File: src/hdl/cts_pkg.sv
// Shared types, constants and calendar tables of the calendar timezone shift block.
package cts_pkg;

  localparam int BASE_YEAR       = 2000;
  localparam int LAST_YEAR       = BASE_YEAR + 99;
  localparam int DAYS_PER_QUAD   = 365 * 4 + 1;
  localparam int SPAN_DAYS       = 25 * DAYS_PER_QUAD;
  localparam int SECS_PER_DAY    = 86400;
  localparam int SECS_PER_HOUR   = 3600;
  localparam int SECS_PER_MIN    = 60;
  localparam int ZONE_UNIT_SECS  = 6 * 60;
  localparam int MILLIS_PER_SEC  = 1000;
  // Day 0 (2000-01-01) is a Saturday, weekday code 6.
  localparam int WEEKDAY_BIAS    = 5;

  // Reciprocal constants for division by a constant: floor(2^N / D).
  localparam int QUAD_SHIFT  = 16;
  localparam int QUAD_RECIP  = (2 ** QUAD_SHIFT) / DAYS_PER_QUAD;
  localparam int WEEK_SHIFT  = 16;
  localparam int WEEK_RECIP  = (2 ** WEEK_SHIFT) / 7;
  localparam int HOUR_SHIFT  = 17;
  localparam int HOUR_RECIP  = (2 ** HOUR_SHIFT) / SECS_PER_HOUR;
  localparam int MIN_SHIFT   = 12;
  localparam int MIN_RECIP   = (2 ** MIN_SHIFT) / SECS_PER_MIN;

  localparam int QUEUE_DEPTH_DEF = 4;

  localparam int DAYS_W = 17;  // signed day count, -1 up to past the span
  localparam int TIME_W = 19;  // signed time-of-day seconds after the shift, may cross a day edge

  // Cumulative days at the start of each month over a four-year cycle.
  localparam logic [10:0] CUM_DAYS [4][12] = '{
    '{11'd0,    11'd31,   11'd60,   11'd91,   11'd121,  11'd152,
      11'd182,  11'd213,  11'd244,  11'd274,  11'd305,  11'd335},
    '{11'd366,  11'd397,  11'd425,  11'd456,  11'd486,  11'd517,
      11'd547,  11'd578,  11'd609,  11'd639,  11'd670,  11'd700},
    '{11'd731,  11'd762,  11'd790,  11'd821,  11'd851,  11'd882,
      11'd912,  11'd943,  11'd974,  11'd1004, 11'd1035, 11'd1065},
    '{11'd1096, 11'd1127, 11'd1155, 11'd1186, 11'd1216, 11'd1247,
      11'd1277, 11'd1308, 11'd1339, 11'd1369, 11'd1400, 11'd1430}
  };

  typedef struct packed {
    logic                     err;
    logic signed [DAYS_W-1:0] days;
    logic signed [TIME_W-1:0] secs;
    logic [9:0]               millis;
  } cts_entry_t;

  typedef struct packed {
    logic [11:0] year;
    logic [3:0]  month;
    logic [4:0]  date;
    logic [2:0]  weekday;
    logic [4:0]  hours;
    logic [5:0]  minutes;
    logic [5:0]  seconds;
    logic [9:0]  millis;
    logic        range_error;
  } cts_result_t;

endpackage

File: src/hdl/cts_front.sv
// Front end: checks an incoming date and reduces it to a day count and shifted seconds.
module cts_front
  import cts_pkg::*;
(
  input  logic              kind,
  input  logic [11:0]       in_year,
  input  logic [3:0]        in_month,
  input  logic [4:0]        in_date,
  input  logic [4:0]        in_hours,
  input  logic [5:0]        in_minutes,
  input  logic [5:0]        in_seconds,
  input  logic [9:0]        in_millis,
  input  logic signed [8:0] zone_offset,
  output cts_entry_t        entry
);

  logic                     in_ok;
  logic [11:0]              year_rel;
  logic [3:0]               month_idx;
  logic [DAYS_W-1:0]        day_sum;
  logic                     carry;
  logic [TIME_W-1:0]        tod;
  logic signed [TIME_W-1:0] off_ext;
  logic signed [TIME_W-1:0] shift;

  always_comb begin
    in_ok = (in_year >= 12'(BASE_YEAR)) && (in_year <= 12'(LAST_YEAR)) &&
            (in_month >= 4'd1) && (in_month <= 4'd12);
    year_rel  = in_year - 12'(BASE_YEAR);
    month_idx = in_ok ? (in_month - 4'd1) : 4'd0;
    day_sum   = DAYS_W'(year_rel[6:2]) * DAYS_W'(DAYS_PER_QUAD) +
                DAYS_W'(CUM_DAYS[year_rel[1:0]][month_idx]) +
                DAYS_W'(in_date) - DAYS_W'(1);
    carry = (in_millis >= 10'(MILLIS_PER_SEC));
    tod   = TIME_W'(in_hours) * TIME_W'(SECS_PER_HOUR) +
            TIME_W'(in_minutes) * TIME_W'(SECS_PER_MIN) +
            TIME_W'(in_seconds) + TIME_W'(carry);
    off_ext = {{(TIME_W-9){zone_offset[8]}}, zone_offset};
    shift   = off_ext * $signed(TIME_W'(ZONE_UNIT_SECS));
    entry.err    = !in_ok;
    entry.days   = $signed(day_sum);
    entry.secs   = kind ? ($signed(tod) - shift) : ($signed(tod) + shift);
    entry.millis = carry ? (in_millis - 10'(MILLIS_PER_SEC)) : in_millis;
  end

endmodule

File: src/hdl/cts_queue.sv
// Short first-in first-out queue between the front end and the conversion pipeline.
module cts_queue
  import cts_pkg::*;
#(
  parameter int DEPTH = QUEUE_DEPTH_DEF
) (
  input  logic       clk,
  input  logic       rst,
  input  logic       wr,
  input  cts_entry_t wr_data,
  output logic       full,
  input  logic       rd,
  output cts_entry_t rd_data,
  output logic       empty
);

  localparam int PW = (DEPTH > 1) ? $clog2(DEPTH) : 1;
  localparam int CW = $clog2(DEPTH + 1);

  cts_entry_t    slots [DEPTH];
  logic [PW-1:0] wr_ptr;
  logic [PW-1:0] rd_ptr;
  logic [CW-1:0] count;
  logic          do_wr;
  logic          do_rd;

  assign full    = (count == CW'(DEPTH));
  assign empty   = (count == '0);
  assign do_wr   = wr && !full;
  assign do_rd   = rd && !empty;
  assign rd_data = slots[rd_ptr];

  always_ff @(posedge clk) begin
    if (do_wr) begin
      slots[wr_ptr] <= wr_data;
    end
  end

  always_ff @(posedge clk) begin
    if (rst) begin
      wr_ptr <= '0;
      rd_ptr <= '0;
      count  <= '0;
    end else begin
      if (do_wr) begin
        wr_ptr <= (wr_ptr == PW'(DEPTH - 1)) ? '0 : wr_ptr + PW'(1);
      end
      if (do_rd) begin
        rd_ptr <= (rd_ptr == PW'(DEPTH - 1)) ? '0 : rd_ptr + PW'(1);
      end
      count <= count + CW'(do_wr) - CW'(do_rd);
    end
  end

endmodule

File: src/hdl/cts_back.sv
// Back end: seven-stage pipeline that turns a day count and seconds back into a date.
module cts_back
  import cts_pkg::*;
(
  input  logic        clk,
  input  logic        rst,
  input  cts_entry_t  head,
  input  logic        head_valid,
  output logic        head_take,
  output cts_result_t result,
  output logic        result_valid,
  input  logic        result_pop
);

  logic [6:0] vld;
  logic       en;

  assign en           = !vld[6] || result_pop;
  assign head_take    = en && head_valid;
  assign result_valid = vld[6];

  always_ff @(posedge clk) begin
    if (rst) begin
      vld <= '0;
    end else if (en) begin
      vld <= {vld[5:0], head_valid};
    end
  end

  // Stage 0: fold the shifted seconds into the day count.
  logic signed [DAYS_W:0]   dadj;
  logic signed [TIME_W-1:0] tadj;
  logic [15:0] d0;
  logic [16:0] tod0;
  logic        e0;
  logic [9:0]  ms0;

  always_comb begin
    if (head.secs < -$signed(TIME_W'(SECS_PER_DAY))) begin
      dadj = $signed({head.days[DAYS_W-1], head.days}) - $signed((DAYS_W+1)'(2));
      tadj = head.secs + $signed(TIME_W'(2 * SECS_PER_DAY));
    end else if (head.secs < 0) begin
      dadj = $signed({head.days[DAYS_W-1], head.days}) - $signed((DAYS_W+1)'(1));
      tadj = head.secs + $signed(TIME_W'(SECS_PER_DAY));
    end else if (head.secs >= $signed(TIME_W'(2 * SECS_PER_DAY))) begin
      dadj = $signed({head.days[DAYS_W-1], head.days}) + $signed((DAYS_W+1)'(2));
      tadj = head.secs - $signed(TIME_W'(2 * SECS_PER_DAY));
    end else if (head.secs >= $signed(TIME_W'(SECS_PER_DAY))) begin
      dadj = $signed({head.days[DAYS_W-1], head.days}) + $signed((DAYS_W+1)'(1));
      tadj = head.secs - $signed(TIME_W'(SECS_PER_DAY));
    end else begin
      dadj = $signed({head.days[DAYS_W-1], head.days});
      tadj = head.secs;
    end
  end

  always_ff @(posedge clk) begin
    if (en) begin
      d0   <= dadj[15:0];
      tod0 <= tadj[16:0];
      e0   <= head.err || (dadj < 0) || (dadj >= $signed((DAYS_W+1)'(SPAN_DAYS)));
      ms0  <= head.millis;
    end
  end

  // Stage 1: reciprocal estimates of the quotients.
  logic [15:0] d1;
  logic [16:0] tod1;
  logic        e1;
  logic [9:0]  ms1;
  logic [4:0]  qy1;
  logic [4:0]  qh1;
  logic [12:0] qw1;
  logic [31:0] py;
  logic [31:0] ph;
  logic [31:0] pw;

  always_comb begin
    py = 32'(d0) * 32'(QUAD_RECIP);
    ph = 32'(tod0) * 32'(HOUR_RECIP);
    pw = (32'(d0) + 32'(WEEKDAY_BIAS)) * 32'(WEEK_RECIP);
  end

  always_ff @(posedge clk) begin
    if (en) begin
      d1   <= d0;
      tod1 <= tod0;
      e1   <= e0;
      ms1  <= ms0;
      qy1  <= py[QUAD_SHIFT+4:QUAD_SHIFT];
      qh1  <= ph[HOUR_SHIFT+4:HOUR_SHIFT];
      qw1  <= pw[WEEK_SHIFT+12:WEEK_SHIFT];
    end
  end

  // Stage 2: remainders of the estimates.
  logic        e2;
  logic [9:0]  ms2;
  logic [4:0]  qy2;
  logic [4:0]  qh2;
  logic [11:0] ry2;
  logic [12:0] rh2;
  logic [3:0]  rw2;
  logic [16:0] ry_full;
  logic [16:0] rh_full;
  logic [16:0] rw_full;

  always_comb begin
    ry_full = 17'(d1) - 17'(qy1) * 17'(DAYS_PER_QUAD);
    rh_full = tod1 - 17'(qh1) * 17'(SECS_PER_HOUR);
    rw_full = 17'(d1) + 17'(WEEKDAY_BIAS) - 17'(qw1) * 17'd7;
  end

  always_ff @(posedge clk) begin
    if (en) begin
      e2  <= e1;
      ms2 <= ms1;
      qy2 <= qy1;
      qh2 <= qh1;
      ry2 <= ry_full[11:0];
      rh2 <= rh_full[12:0];
      rw2 <= rw_full[3:0];
    end
  end

  // Stage 3: one correction step brings each remainder below its divisor.
  logic        e3;
  logic [9:0]  ms3;
  logic [4:0]  qy3;
  logic [10:0] rem3;
  logic [4:0]  hr3;
  logic [11:0] tod3;
  logic [2:0]  wd3;

  always_ff @(posedge clk) begin
    if (en) begin
      e3  <= e2;
      ms3 <= ms2;
      if (ry2 >= 12'(DAYS_PER_QUAD)) begin
        qy3  <= qy2 + 5'd1;
        rem3 <= 11'(ry2 - 12'(DAYS_PER_QUAD));
      end else begin
        qy3  <= qy2;
        rem3 <= ry2[10:0];
      end
      if (rh2 >= 13'(SECS_PER_HOUR)) begin
        hr3  <= qh2 + 5'd1;
        tod3 <= 12'(rh2 - 13'(SECS_PER_HOUR));
      end else begin
        hr3  <= qh2;
        tod3 <= rh2[11:0];
      end
      wd3 <= (rw2 >= 4'd7) ? 3'(rw2 - 4'd7) : rw2[2:0];
    end
  end

  // Stage 4: year within the cycle, minute estimate.
  logic        e4;
  logic [9:0]  ms4;
  logic [4:0]  qy4;
  logic [10:0] rem4;
  logic [1:0]  yi4;
  logic [4:0]  hr4;
  logic [11:0] tod4;
  logic [2:0]  wd4;
  logic [5:0]  qm4;
  logic [1:0]  yi_sel;
  logic [19:0] pm;

  always_comb begin
    priority if (rem3 >= CUM_DAYS[3][0]) begin
      yi_sel = 2'd3;
    end else if (rem3 >= CUM_DAYS[2][0]) begin
      yi_sel = 2'd2;
    end else if (rem3 >= CUM_DAYS[1][0]) begin
      yi_sel = 2'd1;
    end else begin
      yi_sel = 2'd0;
    end
    pm = 20'(tod3) * 20'(MIN_RECIP);
  end

  always_ff @(posedge clk) begin
    if (en) begin
      e4   <= e3;
      ms4  <= ms3;
      qy4  <= qy3;
      rem4 <= rem3;
      yi4  <= yi_sel;
      hr4  <= hr3;
      tod4 <= tod3;
      wd4  <= wd3;
      qm4  <= pm[MIN_SHIFT+5:MIN_SHIFT];
    end
  end

  // Stage 5: month search over the selected row, minute remainder.
  logic        e5;
  logic [9:0]  ms5;
  logic [4:0]  qy5;
  logic [10:0] rem5;
  logic [1:0]  yi5;
  logic [3:0]  mi5;
  logic [4:0]  hr5;
  logic [5:0]  qm5;
  logic [6:0]  rm5;
  logic [2:0]  wd5;
  logic [3:0]  mi_sel;
  logic [11:0] rm_full;

  always_comb begin
    mi_sel = 4'd0;
    for (int j = 0; j < 12; j++) begin
      if (rem4 >= CUM_DAYS[yi4][j]) begin
        mi_sel = 4'(j);
      end
    end
    rm_full = tod4 - 12'(qm4) * 12'(SECS_PER_MIN);
  end

  always_ff @(posedge clk) begin
    if (en) begin
      e5   <= e4;
      ms5  <= ms4;
      qy5  <= qy4;
      rem5 <= rem4;
      yi5  <= yi4;
      mi5  <= mi_sel;
      hr5  <= hr4;
      qm5  <= qm4;
      rm5  <= rm_full[6:0];
      wd5  <= wd4;
    end
  end

  // Stage 6: assemble the result; this register is the output slot.
  cts_result_t res_next;
  logic [10:0] day_in_month;

  always_comb begin
    day_in_month = rem5 - CUM_DAYS[yi5][mi5] + 11'd1;
    res_next.year    = 12'(qy5) * 12'd4 + 12'(yi5) + 12'(BASE_YEAR);
    res_next.month   = mi5 + 4'd1;
    res_next.date    = day_in_month[4:0];
    res_next.weekday = wd5 + 3'd1;
    res_next.hours   = hr5;
    if (rm5 >= 7'(SECS_PER_MIN)) begin
      res_next.minutes = qm5 + 6'd1;
      res_next.seconds = 6'(rm5 - 7'(SECS_PER_MIN));
    end else begin
      res_next.minutes = qm5;
      res_next.seconds = rm5[5:0];
    end
    res_next.millis      = ms5;
    res_next.range_error = 1'b0;
    if (e5) begin
      res_next             = '0;
      res_next.range_error = 1'b1;
    end
  end

  always_ff @(posedge clk) begin
    if (en) begin
      result <= res_next;
    end
  end

endmodule

File: src/hdl/calendar_timezone_shift.sv
// Top level of the calendar timezone shift block: ports, offset register and checks.
//
// Converts a calendar date and time in the years 2000 to 2099 between UTC and local
// time. Each input beat carries a date, a time of day with milliseconds and a kind
// bit: kind 0 adds the configured zone offset (UTC to local), kind 1 subtracts it.
// The offset is written through the cfg port in units of six minutes, signed, and
// must only be changed while no beat is in flight. Out-of-range fields are counted
// linearly, so day 0 is the last day of the previous month and a millisecond value
// of 1000 or more carries one second. An input year or month that is invalid, or a
// shifted time outside 2000-01-01 to 2099-12-31, returns a beat with range_error set
// and all other fields zero. One beat is accepted every cycle while the input queue
// is not full; each result passes through the input queue and the stages of the
// conversion pipeline before it is shown. A short queue behind the input holds up to
// QUEUE_DEPTH beats while the output is not popped and the pipeline is stalled.
module calendar_timezone_shift
  import cts_pkg::*;
#(
  parameter int QUEUE_DEPTH = QUEUE_DEPTH_DEF
) (
  input  logic        clk,
  input  logic        rst,
  // Configuration write channel for the zone offset.
  input  logic        cfg_valid,
  output logic        cfg_ready,
  input  logic [8:0]  cfg_data,
  // Input queue side.
  input  logic        push,
  output logic        full,
  input  logic        kind,
  input  logic [11:0] in_year,
  input  logic [3:0]  in_month,
  input  logic [4:0]  in_date,
  input  logic [4:0]  in_hours,
  input  logic [5:0]  in_minutes,
  input  logic [5:0]  in_seconds,
  input  logic [9:0]  in_millis,
  // Result queue side.
  output logic        empty,
  input  logic        pop,
  output logic [11:0] out_year,
  output logic [3:0]  out_month,
  output logic [4:0]  out_date,
  output logic [2:0]  out_weekday,
  output logic [4:0]  out_hours,
  output logic [5:0]  out_minutes,
  output logic [5:0]  out_seconds,
  output logic [9:0]  out_millis,
  output logic        range_error
);

  logic signed [8:0] zone_offset;
  cts_entry_t        front_entry;
  cts_entry_t        head;
  logic              q_empty;
  logic              head_take;
  cts_result_t       result;
  logic              result_valid;

  // The offset register takes a write in every cycle.
  assign cfg_ready = 1'b1;

  always_ff @(posedge clk) begin
    if (rst) begin
      zone_offset <= '0;
    end else if (cfg_valid) begin
      zone_offset <= $signed(cfg_data);
    end
  end

  // The front end classifies the beat and folds date and time into a day count
  // plus a signed seconds value that already includes the zone shift.
  cts_front u_front (
    .kind        (kind),
    .in_year     (in_year),
    .in_month    (in_month),
    .in_date     (in_date),
    .in_hours    (in_hours),
    .in_minutes  (in_minutes),
    .in_seconds  (in_seconds),
    .in_millis   (in_millis),
    .zone_offset (zone_offset),
    .entry       (front_entry)
  );

  // The queue decouples input acceptance from a stalled result side.
  cts_queue #(
    .DEPTH (QUEUE_DEPTH)
  ) u_queue (
    .clk     (clk),
    .rst     (rst),
    .wr      (push),
    .wr_data (front_entry),
    .full    (full),
    .rd      (head_take),
    .rd_data (head),
    .empty   (q_empty)
  );

  // The back end splits days into years, months and weekday and seconds into
  // hours, minutes and seconds; its last register holds the result shown.
  cts_back u_back (
    .clk          (clk),
    .rst          (rst),
    .head         (head),
    .head_valid   (!q_empty),
    .head_take    (head_take),
    .result       (result),
    .result_valid (result_valid),
    .result_pop   (pop)
  );

  assign empty       = !result_valid;
  assign out_year    = result.year;
  assign out_month   = result.month;
  assign out_date    = result.date;
  assign out_weekday = result.weekday;
  assign out_hours   = result.hours;
  assign out_minutes = result.minutes;
  assign out_seconds = result.seconds;
  assign out_millis  = result.millis;
  assign range_error = result.range_error;

  // An error beat carries no date.
  assert property (@(posedge clk) disable iff (rst)
    (!empty && range_error) |-> (out_year == 12'd0 && out_month == 4'd0 &&
                                 out_weekday == 3'd0 && out_hours == 5'd0))
    else $error("error beat carries a nonzero date");

  // A good beat has year, month and weekday in range and a date of at least 1.
  assert property (@(posedge clk) disable iff (rst)
    (!empty && !range_error) |->
      (out_year >= 12'(BASE_YEAR) && out_year <= 12'(LAST_YEAR) &&
       out_month >= 4'd1 && out_month <= 4'd12 && out_date >= 5'd1 &&
       out_weekday >= 3'd1 && out_weekday <= 3'd7))
    else $error("result date out of range");

  // Time of day and milliseconds are always normalized.
  assert property (@(posedge clk) disable iff (rst)
    !empty |-> (out_hours < 5'd24 && out_minutes < 6'd60 &&
                out_seconds < 6'd60 && out_millis < 10'd1000))
    else $error("result time not normalized");

  // A result waiting to be popped is not overwritten by the pipeline.
  assert property (@(posedge clk) disable iff (rst)
    (!empty && !pop) |=> (!empty && $stable(out_year) && $stable(out_seconds)))
    else $error("waiting result changed");

endmodule

File: config.mk
export PLATFORM = sky130hd
export DESIGN_NAME = calendar_timezone_shift
export DESIGN_NICKNAME = d
export VERILOG_FILES = /design/src/hdl/cts_pkg.sv /design/src/hdl/cts_front.sv /design/src/hdl/cts_queue.sv /design/src/hdl/cts_back.sv /design/src/hdl/calendar_timezone_shift.sv
export SDC_FILE = /design/constraint.sdc
export NUM_CORES = 2
export LEC_CHECK = 0
export ABC_AREA = 1
export BUFFER_PORTS_ARGS = -buffer_cell sky130_fd_sc_hd__buf_2
export CORE_MARGIN = 8
export CORE_UTILIZATION = 40
export CTS_CLUSTER_SIZE = 25
export DETAILED_ROUTE_END_ITERATION = 10
export GPL_ROUTABILITY_DRIVEN = 0
export PLACE_DENSITY = 0.64
export SYNTH_ARGS = -nofsm -noshare
export SYNTH_HDL_FRONTEND = slang
export SYNTH_SLANG_ARGS = --single-unit
File: constraint.sdc
create_clock -name clk -period 9.8 [get_ports clk]
set_input_delay 0.98 -clock clk [delete_from_list [all_inputs] [get_ports clk]]
set_output_delay 0.98 -clock clk [all_outputs]
set_load 0.1 [all_outputs]
# ---- After elaboration in Yosys (flattened, before gate mapping)
# Memory sizes are Yosys's and may differ from the RTL's. A register that Yosys moved wholly into a read port is not among the register bits.
# Index checks and enable logic that the tools add are counted.
dict set report word_totals {
  mem_bits_rw 188
  out_inout_bits 55
  regBits 373
  in_bits 63
  n_memories 1
}
dict set report op_classes {
  n_eq_ne 3
  bitwise_logic 5
  multipliers 12
  reduce_logical 17
  add_sub_neg 42
  magnitude_cmp 34
  mux 51
}
# name words width rd rd_clocked_by_memory_dff wr line_no
set memory_table {}
lappend memory_table {u_queue.slots 4 47 1 1 1 cts_queue.sv:20} ;# cts_entry_t slots [DEPTH];
# op n
set ops {}
lappend ops {{132-bit binary-select mux with 2-bit select} 3}
lappend ops {{132-bit 2-to-1 mux} 4}
lappend ops {{121-bit 2-to-1 mux} 2}
lappend ops {{11-bit >= comparator} 11}
lappend ops {{11-bit binary-select mux with 4-bit select} 2}
lappend ops {{18-bit 2-to-1 mux} 4}
lappend ops {{17-bit 2-to-1 mux} 4}
lappend ops {{17-bit adder, second input constant} 2}
lappend ops {{17-bit subtractor, second input constant} 2}
lappend ops {{11-bit 2-to-1 mux} 3}
lappend ops {{32-bit by 13-bit multiplier with 28-bit output, second input constant} 1}
lappend ops {{12-bit by 11-bit >= comparator with 1-bit output, second input constant} 2}
lappend ops {{12-bit 2-to-1 mux} 2}
lappend ops {{17-bit by 4-bit multiplier with 20-bit output, second input constant} 1}
lappend ops {{5-bit 2-to-1 mux} 4}
lappend ops {{19-bit by 1-bit adder with 19-bit output} 1}
lappend ops {{19-bit adder} 1}
lappend ops {{19-bit by 6-bit adder with 19-bit output} 1}
lappend ops {{19-bit by 18-bit >= comparator with 1-bit output, second input constant} 1}
lappend ops {{19-bit >= comparator, second input constant} 1}
lappend ops {{19-bit by 1-bit < comparator with 1-bit output, second input constant} 1}
lappend ops {{19-bit by 18-bit < comparator with 1-bit output, second input constant} 1}
lappend ops {{16-bit by 4-bit multiplier with 19-bit output, second input constant} 1}
lappend ops {{19-bit 2-to-1 mux} 1}
lappend ops {{other kinds (70)} 108}

# ---- Longest topological paths before layout
dict set report logic_depth {
  ltp_word 15
  ltp_mapped 38
  depth_no_buf 38
}

# ---- By module
# Synthesis repeated with hierarchy kept, for this count alone.
dict set report hier_totals {
  hier_cells 3959
  hier_area_um2 38459.4
}
# mod area_per_inst_um2 cells_per_inst n_inst
set by_module_without_submodules {}
lappend by_module_without_submodules {cts_back 23067.1 2343 1}
lappend by_module_without_submodules {cts_queue 7885.1 527 1}
lappend by_module_without_submodules {cts_front 7106.8 1028 1}
lappend by_module_without_submodules {calendar_timezone_shift 400.4 61 1}

# ---- Worst setup path before layout
# No wires, ideal clock.
dict set report synth_path {
  kind {reg-to-reg}
  from {register u_back.vld[6]}
  to {register u_back.d0[0] (enable)}
  n_path_buf 0
  stages_incl_launch_ff 4
  arrival_time_ps 7821
  t_required_ps 9108
  setup_slack_ps 1287
  cell_sequence {dfxtp_1 inv_1 nor2_1 inv_1}
}
dict set report synth_via {
  elab_chain_len 2
}
# element line_no
set synth_lines {}
lappend synth_lines {{start: declaration} cts_back.sv:15} ;# logic [6:0] vld;
lappend synth_lines {{start signal: assignment} cts_back.sv:26} ;# vld <= {vld[5:0], head_valid};
lappend synth_lines {{1-bit logical NOT} -}
lappend synth_lines {{named net empty} calendar_timezone_shift.sv:38} ;# output logic empty,
lappend synth_lines {{1-bit logical OR} cts_back.sv:18} ;# assign en = !vld[6] || result_pop;
lappend synth_lines {{end signal: assignment} cts_back.sv:59} ;# d0 <= dadj[15:0];
lappend synth_lines {{end: declaration} cts_back.sv:33} ;# logic [15:0] d0;
# The timed path passes the listed nets, and every way through them passes these cells.
# A chain may end at the register's enable or synchronous reset.

==> summary.md <==
| Metric | Value |
|---|---|
| Total number of vias | `25,196` |
| Post-CTS setup buffer count | `0` |
| I/O Buffers | `116` |
| Global-route wire length before repair | `120,000 µm` |
| CP Class | `input port to flop` |
| Buf/Inv on CP | `8` |
| Inserted Clock Buffers | `58` |
| Least-Margin Pin Slew | `1.07 ns` |
| CTS Root Cell | `clkbuf_16` |
| Layout Nets | `4,484` |
| Largest stage delay on the critical path | `0.62 ns` |
| Clock latency on the worst-skew pair | `0.64 ns` |
| Synthesized area per cell | `9.89 µm²` |
| TNS Setup | `0 ns` |
| Share of cells above drive strength 1 | `0.0749` |
| Status | `completed` |
| Post-synthesis cell type count | `73` |
| Min-Delay Startpoint | `u_back.e1` |
| Die Area | `103,000 µm²` |
| Crit path required time | `10.20 ns` |
| Layout Skew | `0.0333 ns` |
| CORE AREA | `91,800 µm²` |
| Number of global-route vias before repair | `25,001` |
| Delay-heaviest family, CP | `adder cells` |
| Die Wd | `321 µm` |
| Async S/R FF share, synth | `0` |
| Dominant cell type by area after synthesis | `edfxtp_1` |
| Top FF cell, synth | `edfxtp_1` |
| Initial antenna violation count | `0` |
| Cell area after synthesis | `37,200 µm²` |
| # fillers | `8,729` |
| DR vias/cell | `4.88` |
| Crit path capture type | `flop` |
| CTS-repair resized insts | `0` |
| H-tree levels | `2` |
| TritonCTS clock tree | `yes` |
| Max FO, Critical Path | `19` |
| Max Slew Vio Count | `0` |
| Maxcap violations | `0` |
| Rows | `111` |
| Hold buffer count at cts | `0` |
| Synth top area share | `0.426` |
| Unrepaired setup endpoints after global routing | `false` |
| Synthesized netlist net count | `4,364` |
| Syn. warnings | `0` |
| Worst reg2reg startpoint | `zone_offset[3]` |
| Largest net degree at the start of global routing | `127` |
| Slew HR | `0.285` |
| HPWL after DPL | `52,700 µm` |
| Antenna Nets Post-Route | `0` |
| Setup crit start kind | `input port` |
| Die Height | `321 µm` |
| Register bit total from synthesis | `552` |
| CTS Buffer Depth | `3` |
| DRC | `0` |
| Drt total wl | `71,000 µm` |
| Global-route usage over all layers | `0.137` |
| Period utilisation layout | `0.761` |
| I/O pins | `118` |
| Clk sinks | `552` |
| EDFF count, synth | `527` |
| Syn Inst Count | `3,756` |
| Tmin final | `7.46 ns` |
| Crit path from | `in_year[1]` |
| Drt initial violations | `1,540` |
| Layout area overhead | `9.84%` |
| Global route total overflow | `0` |
| Setup-failing EPs final | `0` |
| Dominant cells by area after synthesis | `edfxtp_1 (43%), ha_1 (14%), fa_1 (6.3%)` |
| Initial core utilization | `0.405` |
| Most used cell, CP | `inv_1` |
| Routed wire per std cell | `13.7 µm` |
| N_diodes | `0` |
| Max Clk Rate | `134 MHz` |
| Worst path arrival time | `7.86 ns` |
| Drt pass-1 iters | `7` |
| Worst Hold Class | `flop to flop` |
| Seq/Total Area, Yosys | `0.439` |
| Final Hold Vio Count | `0` |
| Worst-path clk slew | `0.06 ns` |
| Slowest CP cell | `nor2_2` |
==> routing by layer <==
| layer | share of wire | vias to the layer above | GRT usage | wire length [µm] |
|---|---|---|---|---|
| met5 | 0 | - | 0 | 0 |
| met3 | 0.044 | 128 | 0.0198 | 3110 |
| met1 | 0.45 | 11713 | 0.173 | 31900 |
| met2 | 0.48 | 494 | 0.244 | 34300 |
| met4 | 0.024 | 0 | 0.0373 | 1670 |
| li1 | - | 12861 | - | - |
==> cell usage in the layout, fill, tap and decap left out, drive strengths merged, types with 27 or more instances in the layout <==
master / n
nand2: 634
nand4: 30
ha: 428
xor2: 153
clkbuf: 78
a21oi: 225
fa: 117
buf: 129
edfxtp: 527
o21ai: 156
nor3: 46
clkinv: 27
xnor2: 71
nand3: 172
nor2: 281
inv: 628
==> cell families (layout without fill, tap and decap cells) <==
kind of cell / count (synthesis) / count (layout) / share of synthesized area
AOI/OAI and AO/OA: 538 / 538 / 0.0851
xor gates and xnor gates: 225 / 225 / 0.0534
adders and majority gates: 545 / 545 / 0.207
buffers and inverters: 699 / 867 / 0.0762
DFF: 552 / 552 / 0.439
muxes: 2 / 2 / 0.000606
other: 1 / 1 / 0.000101
and+or+nand+nor: 1194 / 1194 / 0.138
==> final timing paths <==
check        depth (start not counted)                    to  slack [ns]
max                                 33  u_queue.slots[1][45]        2.34
min                                  0             u_back.e2        0.40
max reg2reg                         24  u_queue.slots[0][28]        3.92
min reg2reg                          0             u_back.e2        0.40
==> per-stage QoR <==
stage          setup slack, ns   util  hold slack, ns  instance area, µm²  instances
6_report                  2.34  0.445           0.405               40800       5167
5_1_grt                   1.73  0.445           0.412               40800       5167
4_1_cts                   2.42  0.445           0.402               40800       5167
3_5_place_dp              1.77  0.425           0.405               39000       5059
3_3_place_gp              1.91  0.425           0.401               39000       5059
2_1_floorplan             1.29      -           0.400               37200       3756
==> state kept, by name, indices dropped and copies added (netlist names), 11 cells and up, named ones only <==
register / flops
u_back.tod0: 17
u_back.rem4: 11
u_back.d1: 12
u_queue.slots: 188
u_back.tod1: 13
u_back.rem3: 11
u_back.ry2: 12
u_back.tod3: 12
u_back.d0: 16
u_back.result: 50
u_back.rh2: 13
==> synthesized netlist by cell type, types with 4 or more instances <==
cell	number
ha_1	428
o21a_1	7
nand2_2	27
fa_1	117
buf_4	12
o2111ai_1	5
nor2_2	6
nor4_1	14
o311ai_0	4
nand4_1	28
buf_6	16
dfxtp_1	25
nor3_1	42
o221ai_1	11
xor2_1	153
o22ai_1	17
nor2_1	273
inv_2	8
a21oi_1	223
buf_2	6
nand3b_1	4
or2_2	4
a211oi_1	16
edfxtp_1	527
nand3_1	167
o21bai_1	15
nand2_4	4
a21o_1	18
nand3_2	5
xnor2_1	71
o211ai_1	11
o21ai_0	153
inv_1	618
nor3b_1	5
o31ai_1	15
a31oi_1	12
clkbuf_1	33
nand2_1	603
==> area by class of cell <==
type                       count  area [µm²]  share of cell area
inverter                     630        2380              0.0583
clock inverter                30         285             0.00699
clock buffer                  78        1560              0.0381
tap                         1243        1560              0.0381
multi-input combinational   2505       18000               0.442
timing repair buffer         129         678              0.0166
sequential                   552       16300               0.400
Power is left out: the tool's default activity adds up to more than one toggle a clock period on the data nets, which glitch-free logic cannot reach.
